File: src/hw/rtl/tcw_pkg.sv
// Package for the text console writer: item and command types, codes,
// default geometry and the cell packing helper. No dependencies.
package tcw_pkg;

  // Default screen geometry and command queue depth
  localparam int unsigned ColumnsDefault = 80;
  localparam int unsigned RowsDefault    = 25;
  localparam int unsigned CmdFifoDepth   = 2;

  // Character codes
  localparam logic [7:0] NewlineCode = 8'd10;
  localparam logic [7:0] BlankCode   = 8'd32;

  // Configuration register indexes and reset values
  localparam int unsigned CfgIdxW = 1;
  localparam logic [CfgIdxW-1:0] CfgDefaultFg = 1'b0;
  localparam logic [CfgIdxW-1:0] CfgDefaultBg = 1'b1;
  localparam logic [3:0] FgResetValue = 4'd7;
  localparam logic [3:0] BgResetValue = 4'd0;

  // Action codes on the input channel
  typedef enum logic [1:0] {
    ACT_PUT   = 2'd0,
    ACT_CLEAR = 2'd1,
    ACT_READ  = 2'd2,
    ACT_NONE  = 2'd3
  } action_e;

  // Classified operations handed to the back end
  typedef enum logic [2:0] {
    OP_PUT,
    OP_NEWLINE,
    OP_CLEAR,
    OP_READ,
    OP_NOP
  } op_e;

  // Back end sequencer states
  typedef enum logic [2:0] {
    ST_IDLE,
    ST_EXEC,
    ST_SCROLL,
    ST_FILL,
    ST_CLEAR,
    ST_DONE
  } back_state_e;

  typedef struct packed {
    logic [1:0]  action;
    logic [7:0]  char_code;
    logic [3:0]  fore_color;
    logic [3:0]  back_color;
    logic [10:0] cell_index;
  } in_item_t;

  typedef struct packed {
    logic [15:0] cell_data;
    logic [6:0]  cursor_column;
    logic [4:0]  cursor_row;
  } out_item_t;

  typedef struct packed {
    op_e         op;
    logic [7:0]  ch;
    logic [3:0]  fg;
    logic [3:0]  bg;
    logic [10:0] idx;
    logic        in_range;
  } cmd_t;

  // Pack a character and its two colors into one screen cell
  function automatic logic [15:0] make_cell(logic [7:0] ch, logic [3:0] fg, logic [3:0] bg);
    return {bg, fg, ch};
  endfunction

endpackage

File: src/hw/rtl/tcw_cmd_fifo.sv
// Short command queue between the front and back ends of the console
// writer. Uses tcw_pkg for the default depth.
module tcw_cmd_fifo import tcw_pkg::*; #(
  parameter int unsigned DEPTH = CmdFifoDepth,
  parameter type         data_t = cmd_t
) (
  input  logic  clk_i,
  input  logic  rst_ni,
  input  logic  push_i,
  input  data_t push_data_i,
  output logic  full_o,
  input  logic  pop_i,
  output data_t head_o,
  output logic  empty_o
);

  localparam int unsigned PtrW = (DEPTH > 1) ? $clog2(DEPTH) : 1;
  localparam int unsigned CntW = $clog2(DEPTH + 1);

  data_t            entries [DEPTH];
  logic [PtrW-1:0]  wr_ptr_q, rd_ptr_q;
  logic [CntW-1:0]  count_q;

  assign full_o  = count_q == CntW'(DEPTH);
  assign empty_o = count_q == '0;
  assign head_o  = entries[rd_ptr_q];

  // Advance pointers and occupancy
  always_ff @(posedge clk_i or negedge rst_ni) begin
    if (!rst_ni) begin
      wr_ptr_q <= '0;
      rd_ptr_q <= '0;
      count_q  <= '0;
    end else begin
      if (push_i) begin
        wr_ptr_q <= (wr_ptr_q == PtrW'(DEPTH - 1)) ? '0 : wr_ptr_q + 1'b1;
      end
      if (pop_i) begin
        rd_ptr_q <= (rd_ptr_q == PtrW'(DEPTH - 1)) ? '0 : rd_ptr_q + 1'b1;
      end
      if (push_i && !pop_i) begin
        count_q <= count_q + 1'b1;
      end else if (pop_i && !push_i) begin
        count_q <= count_q - 1'b1;
      end
    end
  end

  // Store pushed entries
  always_ff @(posedge clk_i) begin
    if (push_i) begin
      entries[wr_ptr_q] <= push_data_i;
    end
  end

endmodule

File: config.mk
export PLATFORM = sky130hd
export DESIGN_NAME = tcw_cmd_fifo
export DESIGN_NICKNAME = d
export VERILOG_FILES = /design/src/hw/rtl/tcw_pkg.sv /design/src/hw/rtl/tcw_cmd_fifo.sv
export SDC_FILE = /design/constraint.sdc
export NUM_CORES = 1
export LEC_CHECK = 0
export ABC_AREA = 1
export BUFFER_PORTS_ARGS = -buffer_cell sky130_fd_sc_hd__buf_2
export CAP_MARGIN = 10
export CORE_UTILIZATION = 45
export CTS_BUF_LIST = sky130_fd_sc_hd__clkbuf_8
export CTS_CLUSTER_DIAMETER = 100
export DETAILED_ROUTE_END_ITERATION = 7
export PLACE_DENSITY = 0.72
export SYNTH_ARGS = -nofsm -noshare
export SYNTH_HDL_FRONTEND = slang
export SYNTH_SLANG_ARGS = --single-unit
File: constraint.sdc
create_clock -name clk_i -period 2.5 [get_ports clk_i]
set_input_delay 0.5 -clock clk_i [delete_from_list [all_inputs] [get_ports clk_i]]
set_output_delay 0.5 -clock clk_i [all_outputs]
set_load 0.02 [all_outputs]
Word-level counts from Yosys, hierarchy flattened:

Memory sizes are Yosys's and may differ from the RTL's.
Index checks and enable logic that the tools add are counted.

* flip-flop bits (word level): 4
* latch bits: 0
* bits in writable memories: 62
* bits in read-only memories: 0
* output and inout port bits: 33
* word-level logic and storage cells: 21
* memories: 1

Memory list
* entries: depth 2, width 31, rd ports 1, clocked after memory_dff 0, write ports 1, RTL line tcw_cmd_fifo.sv:20 `data_t entries [DEPTH];`

* $add $sub $neg: 4
* multipliers: 0
* div/mod/pow operators: 0
* magnitude comparators: 0
* eq/ne operators: 1
* shift-type cells: 0
* mux-type cells: 6
* bitwise operators: 0
* reduce and logical (&&, ||, !) cells: 6

Operators by type and width (count)
* $mux 1: 4
* $mux 2: 2
* $add 1x1->1 const B: 2
* $add 2x1->2 const B: 1
* $eq 2x2->1 const B: 1
* $logic_and 1x1->1: 2
* $logic_not 1->1: 2
* $logic_not 2->1: 1
* $reduce_bool 2->1: 1
* $sub 2x1->2 const B: 1

Longest topological paths before layout:

* depth in word-level cells: 4
* gate-level depth with buffers: 7

Least setup slack after synthesis:

OpenSTA, ideal clock, no wires.

* kind: input -> register
* from: input port push_i
* to: memory entries[0][0] (netlist bit), enable pin
* arrival: 1847 ps
* data required time: 2080 ps
* path slack: 233 ps
* stages on the path: 2
* buffers on the path: 0
* cell sequence: inv_1 > nor2_1

* cells in the longest elaborated chain, start to end: 2

RTL lines
* start, declared: RTL line tcw_cmd_fifo.sv:9 `input logic push_i,`
* $mux 1: RTL line tcw_cmd_fifo.sv:51 `if (push_i) begin`
* $mux 1 (implied by the code): RTL line tcw_cmd_fifo.sv:52 `entries[wr_ptr_q] <= push_data_i;`
* end, declared: RTL line tcw_cmd_fifo.sv:20

No other way between the ends.

==> impl_metrics.json <==
{
  "avgSynthCellArea_sq_um": 21.3,
  "cts_tree": "yes",
  "wl_met2_um": 2030,
  "grt_remaining_overflow": 0,
  "cellPowerDensity_nw_per_um2": 1170,
  "wire_per_inst_um": 13.8,
  "p_leak_uw": 0.00136,
  "ctsHoldBuffers": 1,
  "post_cts_buffers": 0,
  "async_reset_ff_share_pct": 6.06,
  "tightest_slew_ps": 522,
  "max_cap_viol_count": 0,
  "fillers": 458,
  "nets": 238,
  "power.total_uw": 3780,
  "first_global_vias": 1388,
  "syn_nets": 158,
  "drc_errors": 0,
  "synth-seq-cells": 66,
  "clock_skew_ps": 3.84,
  "setup_tns_ps": 0,
  "synth-edff-count": 62,
  "hold_ws_ps": 364,
  "fin_util_pct": 58.3,
  "dr.pass1.iters": 4,
  "reg2reg_to": "entries[0][16]",
  "vdd_drop_max_uv": 579,
  "numCtsBuffers": 9,
  "end_kind": "output port",
  "yosysMostFrequentCell": "edfxtp_1",
  "synth-main-ff-cell": "edfxtp_1",
  "antenna_left": 0,
  "worstRegToRegCells": 2,
  "seq_area_frac_synth_pct": 75.5,
  "min_period_ps": 2000,
  "hold_viol_final": 0,
  "dpl.hpwl_um": 2620,
  "io_pins": 68,
  "die_h_um": 78.0,
  "cts.sinks": 66,
  "synth_area_sq_um": 2600,
  "outcome": "completed",
  "htreeDepth": 3,
  "slew_headroom_pct": 65.1,
  "antenna_found_initial": 0,
  "r2r_slack_ps": 1100,
  "setup_violations": 0,
  "crit_type": "flop to output port",
  "drive_gt1_share_pct": 57.5,
  "path_max_fanout": 16,
  "hold_depth": 1,
  "hold_path_class": "primary input to flop",
  "grt_usage_pct": 14.0,
  "hp-start": "push_data_i[10]",
  "gp_congestion": 0.688,
  "io_buffers": 67,
  "synthTopCellsByArea": "edfxtp_1 72%, mux2_4 17%, dfrtp_1 3.9%, buf_12 2.3%, inv_1 1.0%",
  "clk_latency_ps": 320,
  "r2r_start": "wr_ptr_q",
  "route.met3.wl_um": 199,
  "ys.warnings.count": 0,
  "clk_pin_slew_worst_paths_ps": 70,
  "wl_met1_um": 1570,
  "hold_end": "entries[1][10]",
  "worstPathRequired_ps": 2000,
  "yosysTopAreaCell": "edfxtp_1",
  "fmax_mhz": 501,
  "core-area_sq_um": 5540,
  "antenna_cells": 0,
  "cts_resized": 0,
  "fin_crit_sh_pct": 79.9,
  "synth_cells": 122,
  "place_area_sq_um": 3010,
  "top_layer": "met4",
  "stdcell_area_sq_um": 3230,
  "drt-initial-drc-count": 31,
  "grt_setup_unrepaired": "no",
  "start_util_pct": 46.9,
  "synth.distinct_cells": 14,
  "grt_max_degree": 17,
  "arrival_ps": 1500,
  "die-area_sq_um": 6080,
  "cts.path.max_buffers": 2,
  "grt_pass1_wl_um": 6040,
  "slew_violations": 0,
  "routed_wl_um": 3860,
  "clockRootBuffer": "clkbuf_8",
  "yosysTopAreaCellShare_pct": 71.7,
  "vias_per_cell": 4.65,
  "row_count": 27,
  "area_growth_pct": 24.3,
  "fp.dieW_um": 78.0,
  "synth_common_cells": "62 x edfxtp_1, 29 x mux2_4, 7 x inv_1",
  "worst_setup_path_start_kind": "flop",
  "num_vias": 1297
}
-- worst max-delay path by stage --
stage	startpoint	to	slack, ps	cells after the start
2_1_floorplan	push_i	entries[0][0]	230	2
3_3_place_gp	push_i	entries[0][22]	830	4
3_5_place_dp	rd_ptr_q	head_o[10]	830	3
4_1_cts	rd_ptr_q	head_o[10]	460	3
5_1_grt	rd_ptr_q	head_o[11]	420	3
6_report	rd_ptr_q	head_o[10]	500	3
-- state kept, by name (all words and copies together), names as in the netlist --
name      flops
rd_ptr_q      1
entries      62
count_q       2
wr_ptr_q      1
-- logic make-up after synthesis --
group	after synthesis	synth area share, %
xor gates and xnor gates	3	1.01
muxes	31	17.6
DFF	66	75.5
adders and majority gates	1	0.482
and+or+nand+nor	10	1.59
buffers and inverters	11	3.76
-- where the power goes --
part / switching, uW / internal [uW]
Clock: 360 / 550
Combinational: 722 / 599
Sequential: 73.9 / 1470
-- through the flow --
step                cells  setup slack (ps)
finish                279               503
global route          279               424
CTS                   279               464
detailed placement    262               829
global placement      262               829
floorplan             122               233
-- critical path, stage by stage (launching register included) --
cell	delay (ps)
dfrtp_2	350
buf_4	290
mux2_2	380
buf_2	160
-- layout by cell type, fill, tap and decap left out, drive strengths merged --
master and count:
clkbuf 9, edfxtp 62, nand4 1, nor2 3, xor2 2, xnor2 1
ha 1, nand3 1, clkinv 3, dlygate4sd3 1, inv 8, dfrtp 4
buf 72, nand2 5, mux2 31, clkinvlp 1, bufinv 2
-- metal layers --
layer	vias up	track usage, %
met5	-	0
li1	620	-
met1	627	15.4
met4	0	8.33
met3	7	4.12
met2	43	23.9
-- final cells by class --
type | count | area [sq um] | area share [%]
clock buffer | 9 | 124 | 3.84
clock inverter | 7 | 85.1 | 2.63
inverter | 7 | 26.3 | 0.814
multi-input combinational | 45 | 546 | 16.9
sequential | 66 | 1960 | 60.8
tap | 72 | 90.1 | 2.79
timing repair buffer | 73 | 395 | 12.2
Note: power is estimated with default switching activity, not from simulation.
